**src/design/src_pkg.sv**
```systemverilog
// Package for the sensor row circle center block.
// Holds shared constants, point and job types, and config register indexes.
package src_pkg;

  localparam int unsigned NumSensorsDef = 20;

  localparam logic [11:0] MaxDistRst  = 12'd1096;
  localparam logic [5:0]  PitchRst    = 6'd50;
  localparam logic [7:0]  OffsetRst   = 8'd25;

  localparam logic [1:0] RegMaxDist = 2'd0;
  localparam logic [1:0] RegPitch   = 2'd1;
  localparam logic [1:0] RegOffset  = 2'd2;

  typedef struct packed {
    logic [12:0] y;
    logic [11:0] x;
  } point_t;

  // One finished row handed from the front to the solver.
  typedef struct packed {
    point_t [2:0] first;
    point_t [2:0] recent;
    logic [6:0]   count;
    logic [5:0]   last_id;
  } row_job_t;

endpackage

```
**src/design/src_queue.sv**
```systemverilog
// Two-entry job queue between the front and the solver.
// Depends on src_pkg.
module src_queue (
  input  logic              clk_i,
  input  logic              rst_ni,
  input  logic              push_i,
  input  src_pkg::row_job_t data_i,
  input  logic              pop_ready_i,
  output logic              valid_o,
  output src_pkg::row_job_t data_o,
  output logic              full_o
);
  import src_pkg::*;

  row_job_t mem_q [2];
  logic       wp_q, rp_q;
  logic [1:0] cnt_q;
  logic       pop;

  assign valid_o = cnt_q != 2'd0;
  assign full_o  = cnt_q == 2'd2;
  assign pop     = valid_o && pop_ready_i;
  assign data_o  = mem_q[rp_q];

  always_ff @(posedge clk_i) begin
    if (push_i) mem_q[wp_q] <= data_i;
  end

  always_ff @(posedge clk_i or negedge rst_ni) begin
    if (!rst_ni) begin
      wp_q <= 1'b0; rp_q <= 1'b0; cnt_q <= '0;
    end else begin
      if (push_i) wp_q <= ~wp_q;
      if (pop) rp_q <= ~rp_q;
      cnt_q <= cnt_q + {1'b0, push_i} - {1'b0, pop};
    end
  end
endmodule

```
**config.mk**
```make
export PLATFORM = sky130hd
export DESIGN_NAME = src_queue
export DESIGN_NICKNAME = d
export VERILOG_FILES = /design/src/design/src_pkg.sv /design/src/design/src_queue.sv
export SDC_FILE = /design/constraint.sdc
export NUM_CORES = 1
export LEC_CHECK = 0
export ABC_AREA = 1
export BUFFER_PORTS_ARGS = -buffer_cell sky130_fd_sc_hd__buf_2
export CORE_MARGIN = 3
export CORE_UTILIZATION = 27
export DETAILED_ROUTE_END_ITERATION = 7
export PLACE_DENSITY = 0.46
export SLEW_MARGIN = 25
export SYNTH_ARGS = -nofsm -noshare
export SYNTH_HDL_FRONTEND = slang
export SYNTH_SLANG_ARGS = --single-unit
```
**constraint.sdc**
```tcl
create_clock -name clk_i -period 9.3 [get_ports clk_i]
set_input_delay 1.86 -clock clk_i [delete_from_list [all_inputs] [get_ports clk_i]]
set_output_delay 1.86 -clock clk_i [all_outputs]
set_load 0.01 [all_outputs]
```
# After elaboration in Yosys (flattened, before gate mapping)
# Memories as Yosys holds them, arrays and structs flattened.
# Cells that the tools add are included.
# classes
addsub,2
eq_ne,1
mux,2
bitwise_logic,2
n_reduce_logical,2
# op_table
operator,count
2-bit by 1-bit adder with 2-bit output,1
2-bit equality test (second input constant),1
1-bit 2-to-1 mux,2
1-bit inverter,2
2-bit nonzero test,1
2-bit by 1-bit subtractor with 2-bit output,1
1-bit logical AND,1
# totals
register_bits,4
ramBits,326
in_bits,167
out_inout_bits,165
elab_cells,13
mem_count,1
# memory_table
memory,words,width,rd,rd_clocked_by_memory_dff,wr,line_no,rtl
mem_q,2,163,1,0,1,src_queue.sv:15,row_job_t mem_q [2];

# Depth between registers and ports, before layout
# depth
ltp_word,3
mapped_depth,10
ltp_nobuf,10

# Worst setup path after synthesis
# No wires, ideal clock.
# synth_path
path_type,input port to flip-flop
from,in push_i
to,mem mem_q[0][0] (netlist name) (enable)
setup_ns,0.693
arrival_ns,8.714
required_ns,8.607
setup_slack_ns,-0.107
cell_stages,2
n_path_buf,0
path_cell_list,inv_1 -> nor2_1
# synth_between
elab_chain_cells,2
# synth_rtl
item,line_no,rtl
from (decl),src_queue.sv:6,"input logic push_i,"
1-bit 2-to-1 mux,src_queue.sv:26,if (push_i) mem_q[wp_q] <= data_i;
1-bit 2-to-1 mux (implied by the code),src_queue.sv:26,
to (decl),src_queue.sv:15,
# Every way passes these cells.

==> metrics list <==
- The die is approximately 220 µm wide.
- Post-detailed-route count of antenna-violating nets: 0
- For this design, the CTS-stage hold fixing added 0 buffers.
- In this run the standard cell core region covers 44400 µm².
- Post-detailed-route via-to-cell ratio: roughly 4.1
- Delay of the slowest cell on the worst path: 0.80 ns
* Chain of cells forming the critical path: buf_4 > buf_4 > nand2_1 > nand2_1 > buf_2
- Worst EP required: roughly 7.4 ns
- Syn-to-layout area delta: 27.2%
- Of the post-synthesis cell area, the part taken by muxes is 0%.
- In this run the post-CTS setup repair buffer count came out at 0.
- In the final design database the tool counted 1393 nets.
- H-tree Lvls: 2
* Total of warnings raised by yosys: 0
- TritonCTS clock tree: built
- The clock network accounts for 27.9% of the total power.
* Most frequent cells in the layout: sky130_fd_sc_hd__nand2_1, sky130_fd_sc_hd__buf_2, sky130_fd_sc_hd__edfxtp_1
- When the netlist entered floorplanning its net count stood at 1050.
- In this run, the number of DRC markers left after iteration 0 of detailed routing was around 350.
* Worst min-delay path category: flip-flop to flip-flop
- After clock tree synthesis, the clock-pin slew on the worst setup and hold paths is 0.06 ns.
- The worst setup path is launched from a flip-flop.
* Fill cell count: 4398
- Combinational group share of total power: between 20% and 30%
- The routed layout has 7473 vias.
- Internal power contribution: about 3200 µW
- VDD sags by at most 0.197 mV.
- Length of the first detailed-routing pass in iterations: 4
- In this run switching power makes up 33.6% of total power.
* Final Routed Wirelength: 29.2 mm
- In this run, synthesis produced a sequential element count of 330.
* Simple-gate share of the synthesized area: 15.5%
- I/O Buffers: 331
- Hold violation total from the final report: 0
- Pin placement for this block handled 332 I/O pins.
- The analysis attributes to net switching a power of 1630 µW.
- Global routing finished with a remaining overflow of 0.
- Sequential cells account for between 40% and 50% of the total power.
- Number of cells after detailed placement: 1775
* Largest net degree at the start of global routing: 103
- DPL Wire Length: 18.4 mm
- Setup repair after global routing left no endpoint under its margin.
* Transition time at the pin with the least slew margin: 0.987 ns
- Setup Viol. Count Final: 0
- Adder-cell area share of the yosys netlist: less than 1%
- Sequential cell area fraction in the yosys report: 81.2%
- The initial antenna violation count came to 7.
- TritonCTS Buffers: 38
* Compound-cell area share of the yosys netlist: 0%
- Arrival @ worst endpoint: 3.21 ns
* Initial standard-cell utilization of the core: 27.4%
- Counting I/O delays and the setup requirement, the final critical path takes 5.07 ns.
- Post-route insts no fill: between 1.5k and 2k
* Fraction of final layout cells with drive strength greater than 1: 31.1%
* Total clock sinks: 330
- The longest clock path from root to sink contains 3 buffers.
- Max-cap check violation count: 0
- For this design the static power due to leakage is 0.00657 µW.
* Final worst path period share: 54.5%
- By area, the combinational part of the netlist is dominated by simple AND/OR/NAND/NOR gates.
- In the final routed layout, each cell accounts on average for 15.8 µm.
- The number of max-slew violations in the final report is 0.
- Final hold analysis gives a worst-case slack of 0.540 ns.
* Slowest-stage cell, CP: sky130_fd_sc_hd__dfrtp_4
* Slew HR: 34.2%
* Placer congestion estimate: 0.726
- FP Rows: 77
- Prior to clock tree synthesis, the placed netlist has a worst setup slack of around 4.7 ns.
- The tree is rooted in a sky130_fd_sc_hd__clkbuf_16.
* Kind of critical path: flip-flop to output port
- Count of instances resized after the clock tree is built: 0
- Global router's overall resource usage: 11.9%
- Number of distinct standard cells referenced by the synthesized netlist: 12
- The flow ran to the end, and the final reports show no timing, DRC or antenna violations.
- The number of global-route vias before repair came to 7149.
* Gate count after technology mapping: 881
* Setup ws final: ~4.2 ns
- For this run, design rule violations remaining after detail routing come to 0.
- Endpoint type of the worst setup path: output port
- Die Outline Area: 47700 µm²
- The design draws 4860 µW.
- Power spread over the standard cell area amounts to 314 nW/µm².
- Worst clock skew on the final layout: 0.0138 ns
- First-pass GRT wire length: 43.1 mm
- Based on the critical path, the design can be clocked at up to 0.197 GHz.
- In the final timing run, aggregate negative setup slack is 0 ns.
* Mean cell area of the mapped netlist: about 14 µm²
* Critical-path maximum fanout: slightly above 60
- Leaving out fill and tap cells, the most frequent cell in the layout is sky130_fd_sc_hd__nand2_1.
* Area taken by multi-input logic gates: 1930 µm²
* Die Y: 218 µm
- Skew-Pair Late Insertion Delay: roughly 0.53 ns
* Synthesized cell area: 12200 µm²
- Summing all flip-flop and latch instances after layout gives 9890 µm².
- After Yosys synthesis, XOR and XNOR cells account for 0.0719% of the synthesized area.
critical path, delay by kind of cell, from the launching register on:
kind / cells / cell delay [ns]
flops: 1 / 0.80
buf+inv: 3 / 1.47
simple gates: 2 / 0.24
power groups by stage:
stage	Sequential, µW	Clock [µW]	Combinational, µW
floorplan	2100	0	916
global placement	2100	0	1480
detailed placement	2110	0	1480
CTS	2080	1410	1490
global route	2100	1480	1630
finish	2070	1360	1430
synthesized netlist by cell type (all sizes together):
cell type / n / share of area (%)
nand2: 499 / 15
edfxtp: 326 / 80
buf: 36 / 2.7
inv: 9 / 0.28
dfrtp: 4 / 0.82
ha: 2 / 0.21
nand3: 2 / 0.082
nor2: 2 / 0.062
xor2: 1 / 0.072
logic make-up after synthesis:
kind of cell | after synthesis
AND/OR/NAND/NOR | 503
adder cells (fa/ha/maj) | 2
buffers and inverters | 45
flip-flops | 330
XOR/XNOR | 1
layout make-up:
| type | count | share of cell area (%) |
|---|---|---|
| repair buffers | 339 | 11.2 |
| clock buffers | 53 | 6.92 |
| diodes | 3 | 0.0485 |
| multi-input cells | 506 | 12.5 |
| well taps | 592 | 4.78 |
| flip-flops and latches | 330 | 63.9 |
| inverters | 9 | 0.283 |
| clock inverters | 12 | 0.388 |
state kept, by name (all words and copies together) (netlist names):
signal  count
wp_q        1
mem_q     326
rp_q        1
cnt_q       2
path summary, 6_finish.rpt:
kind | endpoint | from | slack (ns) | cells after the start
min in group asynchronous | wp_q$_DFFE_PN0P_ | rst_ni | 1.15 | 1
worst max register to register | mem_q[0][23]$_DFFE_PP_ | wp_q$_DFFE_PN0P_ | 6.91 | 3
worst min register to register | wp_q$_DFFE_PN0P_ | wp_q$_DFFE_PN0P_ | 0.54 | 1
worst max-delay path | data_o[125] | rp_q$_DFFE_PN0P_ | 4.23 | 5
max in group asynchronous | rp_q$_DFFE_PN0P_ | rst_ni | 7.99 | 1
worst min-delay path | wp_q$_DFFE_PN0P_ | wp_q$_DFFE_PN0P_ | 0.54 | 1
per-layer routing:
layer	global-route usage [%]	wire length (µm)	part of all wire (%)	vias up
li1	-	-	-	3666
met2	17.6	12800	44	259
met4	4.15	615	2.1	6
met5	0	29	0.099	-
met3	5.08	2870	9.8	50
met1	15.6	12900	44	3492
per-stage QoR:
step / util, % / instance area (µm²)
after floorplan: - / 12200
after global placement: 32.2 / 14300
after detailed placement: 32.2 / 14300
after CTS: 34.8 / 15400
after global routing: 34.9 / 15500
final: 34.9 / 15500
Power figures use the tool's default switching activity.
