$ cat config.mk
export PLATFORM = sky130hd
export DESIGN_NAME = src_front
export DESIGN_NICKNAME = d
export VERILOG_FILES = /design/src/design/src_pkg.sv /design/src/design/src_front.sv
export SDC_FILE = /design/constraint.sdc
export NUM_CORES = 1
export LEC_CHECK = 0
export BUFFER_PORTS_ARGS = -buffer_cell sky130_fd_sc_hd__clkbuf_2
export CAP_MARGIN = 10
export CORE_AREA = 5 5 169 171
export CTS_CLUSTER_SIZE = 24
export DETAILED_ROUTE_END_ITERATION = 8
export DIE_AREA = 0 0 174 176
export PLACE_DENSITY = 0.76
export SYNTH_ARGS = -nofsm -noshare
export SYNTH_HDL_FRONTEND = slang
export SYNTH_SLANG_ARGS = --single-unit
$ cat constraint.sdc
create_clock -name clk_i -period 6.4 [get_ports clk_i]
set_input_delay 0.32 -clock clk_i [delete_from_list [all_inputs] [get_ports clk_i]]
set_output_delay 0.32 -clock clk_i [all_outputs]
set_load 0.02 [all_outputs]
$ cat src/design/src_pkg.sv
// Package for the sensor row circle center block.
// Holds shared constants, point and job types, and config register indexes.
package src_pkg;

  localparam int unsigned NumSensorsDef = 20;

  localparam logic [11:0] MaxDistRst  = 12'd1096;
  localparam logic [5:0]  PitchRst    = 6'd50;
  localparam logic [7:0]  OffsetRst   = 8'd25;

  localparam logic [1:0] RegMaxDist = 2'd0;
  localparam logic [1:0] RegPitch   = 2'd1;
  localparam logic [1:0] RegOffset  = 2'd2;

  typedef struct packed {
    logic [12:0] y;
    logic [11:0] x;
  } point_t;

  // One finished row handed from the front to the solver.
  typedef struct packed {
    point_t [2:0] first;
    point_t [2:0] recent;
    logic [6:0]   count;
    logic [5:0]   last_id;
  } row_job_t;

endpackage

$ cat src/design/src_front.sv
// Front part: classifies readings, keeps first and latest three contact points.
// Depends on src_pkg. Emits one row job per reading marked last.
module src_front #(
  parameter int unsigned NumSensors = src_pkg::NumSensorsDef
) (
  input  logic              clk_i,
  input  logic              rst_ni,
  input  logic              take_i,
  input  logic [11:0]       distance_i,
  input  logic              last_i,
  input  logic [11:0]       max_dist_i,
  input  logic [5:0]        pitch_i,
  input  logic [7:0]        offset_i,
  output logic              job_valid_o,
  output src_pkg::row_job_t job_o
);
  import src_pkg::*;

  localparam logic [5:0] LastIdx = 6'(NumSensors - 1);

  logic [5:0]   idx_q;
  logic [6:0]   cnt_q;
  logic [5:0]   det_q;
  point_t [2:0] first_q;
  point_t [2:0] recent_q;

  logic         hit;
  logic [13:0]  ypos;
  point_t       pt;
  logic [6:0]   cnt_n;
  logic [5:0]   det_n;
  point_t [2:0] first_n;
  point_t [2:0] recent_n;

  always_comb begin
    hit  = distance_i < max_dist_i;
    ypos = 14'(offset_i) + 14'(pitch_i) * 14'(idx_q);
    pt.x = distance_i;
    pt.y = ypos[12:0];
    cnt_n    = cnt_q;
    det_n    = det_q;
    first_n  = first_q;
    recent_n = recent_q;
    if (hit) begin
      if (cnt_q < 7'd3) first_n[cnt_q[1:0]] = pt;
      recent_n[2] = recent_q[1];
      recent_n[1] = recent_q[0];
      recent_n[0] = pt;
      if (cnt_q != 7'd127) cnt_n = cnt_q + 7'd1;
      det_n = idx_q;
    end
  end

  always_ff @(posedge clk_i) begin
    if (take_i) begin
      first_q  <= first_n;
      recent_q <= recent_n;
    end
  end

  always_ff @(posedge clk_i or negedge rst_ni) begin
    if (!rst_ni) begin
      idx_q       <= '0;
      cnt_q       <= '0;
      det_q       <= '0;
      job_valid_o <= 1'b0;
    end else begin
      job_valid_o <= take_i && last_i;
      if (take_i) begin
        if (last_i) begin
          idx_q <= '0;
          cnt_q <= '0;
          det_q <= '0;
        end else begin
          idx_q <= (idx_q >= LastIdx) ? 6'd0 : idx_q + 6'd1;
          cnt_q <= cnt_n;
          det_q <= det_n;
        end
      end
    end
  end

  always_ff @(posedge clk_i) begin
    if (take_i && last_i) begin
      job_o.first   <= first_n;
      job_o.recent  <= recent_n;
      job_o.count   <= cnt_n;
      job_o.last_id <= (cnt_n != 7'd0) ? det_n : 6'd0;
    end
  end
endmodule

# == Word level (Yosys, flattened, before mapping) ==
# Index checks and enable logic that the tools add are counted.
# totals
in_bits,42
word_cells,56
output_inout_bits,164
reg_bits,333
# op_classes
magnitude_cmp,5
n_eq_ne,1
muxes,13
multipliers,1
n_reduce_logical,3
n_addsub,3
# op_table
cell,n
2-to-1 mux 75 bit,3
bitwise mux 75 bit,1
demux 25 bit (select 2 bit),1
2-to-1 mux 25 bit,1
2-to-1 mux 6 bit,4
2-to-1 mux 7 bit,3
adder 8 x 12 -> 13 bit,1
< comparator 12 bit,1
multiplier 6 x 6 -> 12 bit,1
"adder 7 x 1 -> 7 bit, second input constant",1
"< comparator 7 x 2 -> 1 bit, second input constant",1
"!= test 7 bit, second input constant",1
nonzero test 7 bit,1
"adder 6 x 1 -> 6 bit, second input constant",1
"greater-or-equal comparator 6 x 5 -> 1 bit, second input constant",1
"< comparator 2 x 3 -> 1 bit, second input constant",1
"greater-or-equal comparator 2 x 1 -> 1 bit, second input constant",1
logical AND 1 bit,2

# == Depth between registers and ports, before layout ==
# Gate-level depths: netlist of the first run.
# logic_depth
word_depth,7
ltp_mapped,18
mapped_depth_nobuf,16

# == Worst setup path before layout of the first run ==
# Ideal clock, no wire load.
# synth_path
kind,input-to-reg
start,input port take_i
end,register job_valid_o
n_path_buf,1
arrival_ps,7384
setup_time_ps,842
setup_slack_ps,-1825
t_required_ps,5558
cell_stages,3
cell_sequence,inv_1 clkbuf_1 nor2_1
# synth_between
elab_chain_cells,1
# synth_rtl
item,line_no,text
"start, declared",src_front.sv:8,"input logic take_i,"
logical AND 1 bit,src_front.sv:68,job_valid_o <= take_i && last_i;
"end signal, assigned",src_front.sv:68,
"end, declared",src_front.sv:14,"output logic job_valid_o,"
# No other way between the ends.
# A chain may end at the register's enable or synchronous reset.

==> results.yml, run 1 <==
pwr:
  switching_share_pct: 25.99
  switchingPower_mw: 1.430
  power_frac_comb_pct: 15.6
  pwr-share-seq_pct: 51.0
  p_int_mw: 4.072
  p_per_area_mw_per_mm2: 326.7
  p_leak_nw: 7.048
  vdd_drop_max_mv: 0.1660
  clock_power_share_pct: 33.4
synthesis:
  yosysSeqAreaShare_pct: 68.44
  syn-num-nets: 1097
  synth_cells: 985
  syn_area_mm2: 0.01446
  synth_enable_flop_cells: 313
  yosys_warnings: 0
  synth.avg_cell_area_um2: 14.68
  synth_cell_types: 59
  synth_ff_type: "edfxtp_1"
  async_flop_share_pct: 6.006
  ys_ff_latch: 333
floorplanning:
  core_area_mm2: 0.02673
  ios: 206
  start_util_pct: 54.12
  dieArea_mm2: 0.03062
  rows: 60
  die_h_um: 176
  die_w_um: 174
finish:
  fin_util_pct: 63.03
  drive_gt1_share_pct: 28.31
  layout_commonest_cell: "edfxtp_1"
  area_delta_synth_final_pct: 16.46
  layout_common_cells: "edfxtp_1, nand2_1, clkbuf_2"
  fin_nets: 1309
  final_cells: 1564
critical_path:
  worstSetupPathType: "register to register"
  worst_path_max_delay_cell: "o311ai_0"
  crit_path_end_kind: "register"
  required_ns: 6.76
  max_stage_delay_ns: 0.87
  path_max_fanout: 13
  arrival_ns: 5.50
  path_cells: "and2_1 -> fa_1 -> inv_1 -> fa_1 -> inv_1 -> fa_1 -> inv_1 -> fa_1 -> inv_1 -> ha_1 -> nand2_1 -> o211ai_1 -> nand2_1 -> o311ai_0 -> mux2_2"
  worstSetupStartpointType: "register"
clock_tree:
  clk_pin_slew_ns: 0.06
  clk_path_buf_depth: 3
  cts_setup_buffers: 0
  cts_made_buffers: 34
  ctsResizeCount: 0
  cts_root_buf: "clkbuf_16"
  clock_sinks: 333
  cts.htree.levels: 2
  cts_tree: "built"
  insertion_delay_ns: 0.51
  hold_buffers: 1
detailed_routing:
  route.vias.total: 8584
  firstDrtPassIters: 6
  routed_via_density: 5.488
  antenna_left: 0
  drc_errors: 0
  wire_per_inst_um: 19.39
  drt_iter0_drc: 723
  drt-total-wl_mm: 30.33
placement:
  place_hpwl_mm: 20.09
  io_buffer_count: 205
  gp_congestion: 0.8061
  dp_cells: 1501
run_status:
  outcome: "complete, no violations"
global_routing:
  grt_overflow: 0
  grt_pass1_vias: 8587
  grt.total_usage_pct: 19.60
  grt_pass1_wl_mm: 47.89
  antenna_found_initial: 1
  grt_max_degree: 152
sta:
  final.period_utilization_pct: 80.34
  setup_tns_ns: 0
  rsz0062_at_grt: "false"
  layout_min_cycle_time_ns: 5.142
  tightest_slew_ns: 1.001
  finalHoldViolations: 0
  setup_viol_count_final: 0
  slew_violations: 0
  skew_ns: 0.01500
  max_freq_mhz: 194.5
  relSlewSlack_pct: 33.27
run:
  maxCapViolCount: 0
hold_path:
  hold_path.class: "primary input to register"
-- cells in the mapped netlist (all sizes together), types with 2 or more instances --
master   instances  area share [%]
o2111ai          2            0.16
ha              48             4.2
nand2b           4            0.22
a21o             8            0.42
fa              22             3.0
xnor2            8            0.48
or3              2           0.086
edfxtp         313              65
o22ai            2           0.086
buf             20            0.91
clkbuf          14            0.36
a211oi           2            0.10
a2111oi          3            0.44
and3             4            0.17
nor2b            4            0.17
a31oi            2           0.086
mux2            82             6.4
o221ai           2            0.12
nand4            4            0.48
o21ai           10            0.35
dfrtp           20             3.5
nor2            13            0.45
a21oi           14            0.48
o211ai           3            0.16
inv             54             1.4
a22oi            7            0.36
mux2i            9            0.62
o31ai            3            0.19
nand3b           2            0.10
nand2          234             6.1
xor2             3            0.18
or4              2            0.10
nor3             8            0.28
nand3            8            0.28
and2            27             1.2
nor4b            2            0.12
o31a             2            0.13
o41ai            2            0.25
o2bb2ai          7            0.42
-- worst max-delay path: cells and delay by family (launching register included) --
family	cells	cell delay, ns
multiplexers	1	0.32
adder cells (fa/ha/maj)	5	2.35
flip-flops	1	0.51
AO/OA/AOI/OAI	2	1.15
buffers and inverters	4	0.19
AND/OR/NAND/NOR	3	0.49
-- per-layer routing --
| layer | GRT usage [%] | vias up | routed length, µm |
|---|---|---|---|
| met4 | 5.279 | 0 | 666 |
| met3 | 3.769 | 50 | 1851 |
| met1 | 27.52 | 4225 | 13040 |
| li1 | - | 4009 | - |
| met2 | 31.89 | 300 | 14770 |
| met5 | 0 | - | 0 |
-- cells by family (layout without fill, tap and decap cells) --
kind of cell	after synthesis	after routing	share of synthesized area, %
AOI/OAI and AO/OA	76	76	4.204
xor gates and xnor gates	11	11	0.6661
adders and majority gates	70	70	7.197
buffers and inverters	88	325	2.673
DFF	333	333	68.44
muxes	91	91	7.007
other	0	1	0
and+or+nand+nor	316	316	9.810
-- per-stage QoR --
stage               setup WS [ns]  hold slack (ns)  instance area, µm²  total power, mW
CTS                         1.187           0.1642               16840            5.561
global placement            1.415           0.3212               15800            3.678
global route               0.9249           0.1940               16840            5.765
detailed placement          1.216           0.3234               15800            3.714
floorplan                   1.103          0.02441               14470            3.424
finish                      1.258           0.1875               16840            5.503
-- sequential cells by signal (all words and copies together) (netlist names) --
| signal | cells |
|---|---|
| job_o | 163 |
| idx_q | 6 |
| job_valid_o | 1 |
| first_q | 75 |
| det_q | 6 |
| cnt_q | 7 |
| recent_q | 75 |
-- path summary, 6_finish.rpt --
path,from,endpoint,slack [ns],cells past startpoint
min in group asynchronous,rst_ni,cnt_q[6]$_DFFE_PN0P_,0.33,2
hold reg to reg,det_q[0]$_DFFE_PN0P_,det_q[0]$_DFFE_PN0P_,0.52,1
setup / recovery,idx_q[2]$_DFFE_PN0P_,first_q[49]$_DFFE_PP_,1.26,15
max in group asynchronous,rst_ni,idx_q[3]$_DFFE_PN0P_,5.71,2
setup reg to reg,idx_q[2]$_DFFE_PN0P_,first_q[49]$_DFFE_PP_,1.26,15
hold / removal,distance_i[1],recent_q[1]$_DFFE_PP_,0.19,3
-- power groups by stage --
stage / logic (mW) / clock network [mW] / registers (mW)
after CTS: 0.869 / 1.88 / 2.81
after global placement: 0.835 / 0 / 2.84
after floorplan: 0.493 / 0 / 2.93
final: 0.861 / 1.84 / 2.81
after global routing: 0.946 / 1.99 / 2.83
after detailed placement: 0.863 / 0 / 2.85
-- final cells by class --
class,count,area (µm²)
fill,1981,9881
clock inverter,14,115.1
sequential,333,9899
antenna,1,2.502
timing repair buffer,210,1085
tap,341,426.7
multi-input combinational,564,4193
clock buffer,47,920.9
inverter,54,202.7
(Power assumes the default switching activity.)
==> run 2: changes to the inputs <==
Clock period 6.4 ns to 4.91 ns, I/O delays scaled along.
==> results.yml, run 2 (same netlist as run 1, synthesis figures left out) <==
floorplanning:
  start_util_pct: 54.12
  ios: 206
  die_h_um: 176
  core_area_mm2: 0.02673
  dieArea_mm2: 0.03062
  rows: 60
  die_w_um: 174
clock_tree:
  cts_made_buffers: 35
  cts_setup_buffers: 0
  cts_tree: "built"
  insertion_delay_ns: 0.51
  cts.htree.levels: 2
  clk_pin_slew_ns: 0.06
  cts_root_buf: "clkbuf_16"
  clk_path_buf_depth: 3
  clock_sinks: 333
finish:
  reg_top3: "job_o (163), first_q (75), recent_q (75)"
  layout_commonest_cell: "edfxtp_1"
  area_delta_synth_final_pct: 18.31
  fin_util_pct: 64.03
  fillers: 1931
  fin_nets: 1315
  fin_area_mm2: 0.01711
  drive_gt1_share_pct: 29.21
  regMostFlops: "job_o"
  layout_common_cells: "edfxtp_1, nand2_1, clkbuf_2"
  largest_reg_flops: 163
sta:
  finalHoldViolations: 0
  rsz0062_at_grt: "false"
  setup_ws_ns: 0.2062
  max_freq_mhz: 212.6
  layout_min_cycle_time_ns: 4.704
  final.period_utilization_pct: 95.80
  skew_ns: 0.01720
  setup_viol_count_final: 0
  slew_violations: 0
  setup_tns_ns: 0
  relSlewSlack_pct: 31.45
  tightest_slew_ns: 1.028
critical_path:
  arrival_ns: 4.95
  crit_path_end_kind: "register"
  worstSetupStartpointType: "register"
  required_ns: 5.16
  worstSetupPathType: "register to register"
  path_max_fanout: 10
global_routing:
  antenna_found_initial: 0
  grt.total_usage_pct: 19.62
  grt_overflow: 0
  grt_pass1_vias: 8596
  grt_max_degree: 85
  grt_pass1_wl_mm: 47.86
run:
  maxCapViolCount: 0
detailed_routing:
  firstDrtPassIters: 5
  wire_per_inst_um: 19.46
  drc_errors: 0
  antenna_left: 0
  routed_via_density: 5.469
  drt_iter0_drc: 658
  drt-total-wl_mm: 30.57
  route.vias.total: 8592
placement:
  gp_congestion: 0.8106
  place_area_mm2: 0.01587
  place_hpwl_mm: 20.09
  io_buffer_count: 205
  dp_slack_ns: 0.2821
pwr:
  p_per_area_mw_per_mm2: 442.3
  finalPower_mw: 7.568
  vdd_drop_max_mv: 0.3823
  p_leak_nw: 7.174
hold_path:
  hold_path.class: "primary input to register"
run_status:
  outcome: "complete, no violations"
run 2: timing repair:
item / in CTS / in global routing
resized for setup: 0 / 2
hold buffers: 1 / 0
endpoints found under the hold margin: 20 / 0
endpoints found under the setup margin: 0 / 8
run 2: final timing paths:
kind                                      start  cells after the start                endpoint  slack, ns
max                        idx_q[4]$_DFFE_PN0P_                     16  recent_q[24]$_DFFE_PP_       0.21
min                               distance_i[1]                      3     job_o[14]$_DFFE_PP_       0.11
max reg2reg                idx_q[4]$_DFFE_PN0P_                     16  recent_q[24]$_DFFE_PP_       0.21
min reg2reg                det_q[5]$_DFFE_PN0P_                      1    det_q[5]$_DFFE_PN0P_       0.52
max in group asynchronous                rst_ni                      2    idx_q[5]$_DFFE_PN0P_       4.27
min in group asynchronous                rst_ni                      2    det_q[1]$_DFFE_PN0P_       0.25
run 2: final cells by class:
class / count / area, µm² / share of cell area (%)
diodes: 1 / 2.502 / 0.01462
clock buffers: 39 / 890.9 / 5.206
clock inverters: 24 / 335.3 / 1.959
inverters: 54 / 202.7 / 1.184
multi-input cells: 564 / 4193 / 24.50
flip-flops and latches: 333 / 9902 / 57.86
well taps: 341 / 426.7 / 2.493
repair buffers: 215 / 1160 / 6.778
run 2: stage by stage:
step	hold WS [ns]	cells
finish	0.1113	1571
global route	0.1179	1570
CTS	0.1000	1570
detailed placement	0.2373	1506
global placement	0.2472	1506
floorplan	-0.05009	985
run 2: critical path, cell delays in order, from the launching register on:
cell and delay, ns:
dfrtp_1 0.51, nand2_1 0.12, fa_1 0.52, inv_1 0.05, fa_1 0.50, fa_1 0.54, inv_1 0.05, fa_1 0.38
inv_1 0.06, ha_1 0.25, a21o_1 0.14, a21oi_1 0.09, nor4b_1 0.16, a2111oi_0 0.40, o311ai_0 0.21, buf_4 0.19
mux2_2 0.27
run 2: metal layers:
layer  track usage (%)  vias to the layer above  routed length [µm]
li1                  -                     4007                   -
met1             28.21                     4254               13590
met2             31.17                      286               14520
met3             3.362                       45                1718
met4             6.005                        0                 743
met5                 0                        -                   0
run 2: report_power, final:
group	leakage, nW	switching, mW	internal [mW]
combinational	3.28	0.728	0.395
sequential	3.29	0.120	3.54
clock	0.597	1.05	1.73
total	7.17	1.90	5.67
==> run 3: changes to the inputs <==
Clock period 4.91 ns to 4.5 ns, I/O delays scaled along.
==> results.yml, run 3 (same netlist as run 1, synthesis figures left out) <==
clock_tree:
  cts_root_buf: "clkbuf_16"
  cts.htree.levels: 2
  clk_path_buf_depth: 3
  clock_sinks: 333
  clk_pin_slew_ns: 0.06
  insertion_delay_ns: 0.50
  cts_made_buffers: 35
  cts_tree: "built"
detailed_routing:
  drt-total-wl_mm: 30.46
  wire_per_inst_um: 19.23
  firstDrtPassIters: 5
  drc_errors: 0
  antenna_left: 0
  routed_via_density: 5.436
  drt_iter0_drc: 750
  route.vias.total: 8611
critical_path:
  cp.buffers_inverters: 4
  cp_common_cell: "fa_1"
  worst_path_max_delay_cell: "fa_1"
  crit_path_end_kind: "register"
  arrival_ns: 4.61
  worstSetupStartpointType: "register"
  path_max_fanout: 4
  path_cells: "and2_4 -> fa_1 -> inv_1 -> fa_1 -> inv_1 -> fa_1 -> inv_2 -> fa_1 -> inv_2 -> ha_4 -> nand2_1 -> o211ai_1 -> a211o_1 -> o211ai_1 -> mux2_2"
  worstSetupPathType: "register to register"
  worst-path-stages: 15
  required_ns: 4.74
  reg2reg_depth: 15
  max_stage_delay_ns: 0.53
  cpLargestDelayFamily: "adder cells"
global_routing:
  grt_pass1_wl_mm: 47.59
  grt_overflow: 0
  grt_use_met1_pct: 27.63
  use_met2_pct: 31.11
  grt.total_usage_pct: 19.34
  antenna_found_initial: 0
  grt_pass1_vias: 8689
  top_usage_layer: "met2"
  grt_max_degree: 78
  met3_usage_pct: 3.383
finish:
  area_delta_synth_final_pct: 18.55
  fillers: 1982
  layout_common_cells: "edfxtp_1, nand2_1, clkbuf_2"
  largest_reg_flops: 163
  final_cells: 1584
  diodes: 0
  reg_top3: "job_o (163), first_q (75), recent_q (75)"
  drive_gt1_share_pct: 30.73
  layout_commonest_cell: "edfxtp_1"
  fin_nets: 1332
  regMostFlops: "job_o"
floorplanning:
  ios: 206
  dieArea_mm2: 0.03062
  die_w_um: 174
  rows: 60
  core_area_mm2: 0.02673
  start_util_pct: 54.12
  die_h_um: 176
placement:
  dp_cells: 1515
  gp_congestion: 0.8147
  io_buffer_count: 205
  place_hpwl_mm: 20.03
pwr:
  p_per_area_mw_per_mm2: 459.0
  vdd_drop_max_mv: 0.2553
  p_leak_nw: 7.233
  finalPower_mw: 7.871
sta:
  skew_ns: 0.01405
  final.period_utilization_pct: 97.04
  tightest_slew_ns: 0.9511
  max_freq_mhz: 229.0
  relSlewSlack_pct: 36.21
  finalHoldViolations: 0
  setup_viol_count_final: 0
  layout_min_cycle_time_ns: 4.367
  slew_violations: 0
hold_path:
  min_path_cells: 2
  hold_path.class: "primary input to register"
run_status:
  outcome: "complete, no violations"
run:
  maxCapViolCount: 0
## run 3: changes by cell type in the layout (fill, tap and decap cells not counted), moves of 3 or more
cell,before,now
buf_4,5,24
ha_4,0,3
clkinv_2,4,1
mux2_4,0,4
mux2_2,79,75
bufinv_16,8,1
ha_1,48,43
clkbuf_1,4,15
clkinv_1,9,5
## run 3: final timing paths
kind                                 startpoint                    to  slack (ns)
max reg2reg                idx_q[2]$_DFFE_PN0P_  job_o[110]$_DFFE_PP_        0.13
min in group asynchronous                rst_ni  det_q[3]$_DFFE_PN0P_        0.25
min reg2reg                det_q[3]$_DFFE_PN0P_  det_q[3]$_DFFE_PN0P_        0.52
max                        idx_q[2]$_DFFE_PN0P_  job_o[110]$_DFFE_PP_        0.13
max in group asynchronous                rst_ni  idx_q[5]$_DFFE_PN0P_        3.87
min                                      last_i  det_q[3]$_DFFE_PN0P_        0.09
## run 3: cell type report
type                    count  area, µm²  share of cell area [%]
clock buffers              50      932.1                   5.436
clock inverters            10      93.84                  0.5473
inverters                  54      202.7                   1.182
multi-input cells         564       4327                   25.23
flip-flops and latches    333       9902                   57.75
well taps                 341      426.7                   2.488
repair buffers            232       1262                   7.363
## run 3: what timing repair did
item | 4_1_cts | 5_1_grt
hold buffers | 1 | 0
buffers inserted | 0 | 8
endpoints found under the setup margin | 28 | 54
pin swaps | 2 | 17
endpoints found under the hold margin | 20 | 0
resized for setup | 4 | 22
## run 3: layer usage
layer | vias up | share of wire (%)
li1 | 4044 | -
met1 | 4249 | 45
met2 | 270 | 48
met3 | 48 | 4.6
met4 | 0 | 2.3
met5 | - | 0
## run 3: where the power goes
group / leakage (nW) / switching [mW] / internal (mW)
registers: 3.29 / 0.125 / 3.87
clock network: 0.489 / 1.08 / 1.50
logic: 3.45 / 0.822 / 0.474
## run 3: per-stage QoR
stage                     util, %  TNS, ns  hold slack [ns]  setup WS, ns  area (µm²)
after floorplan                 -        0         -0.07059        0.1014       14470
after global placement      59.55  -0.4519           0.2243      -0.05957       15910
after detailed placement    59.55   -1.636           0.2302       -0.1856       15910
after CTS                   63.48        0          0.07719      0.002983       16970
after global routing        64.16  -0.2769          0.07979      -0.02746       17150
final                       64.16        0          0.08527        0.1333       17150
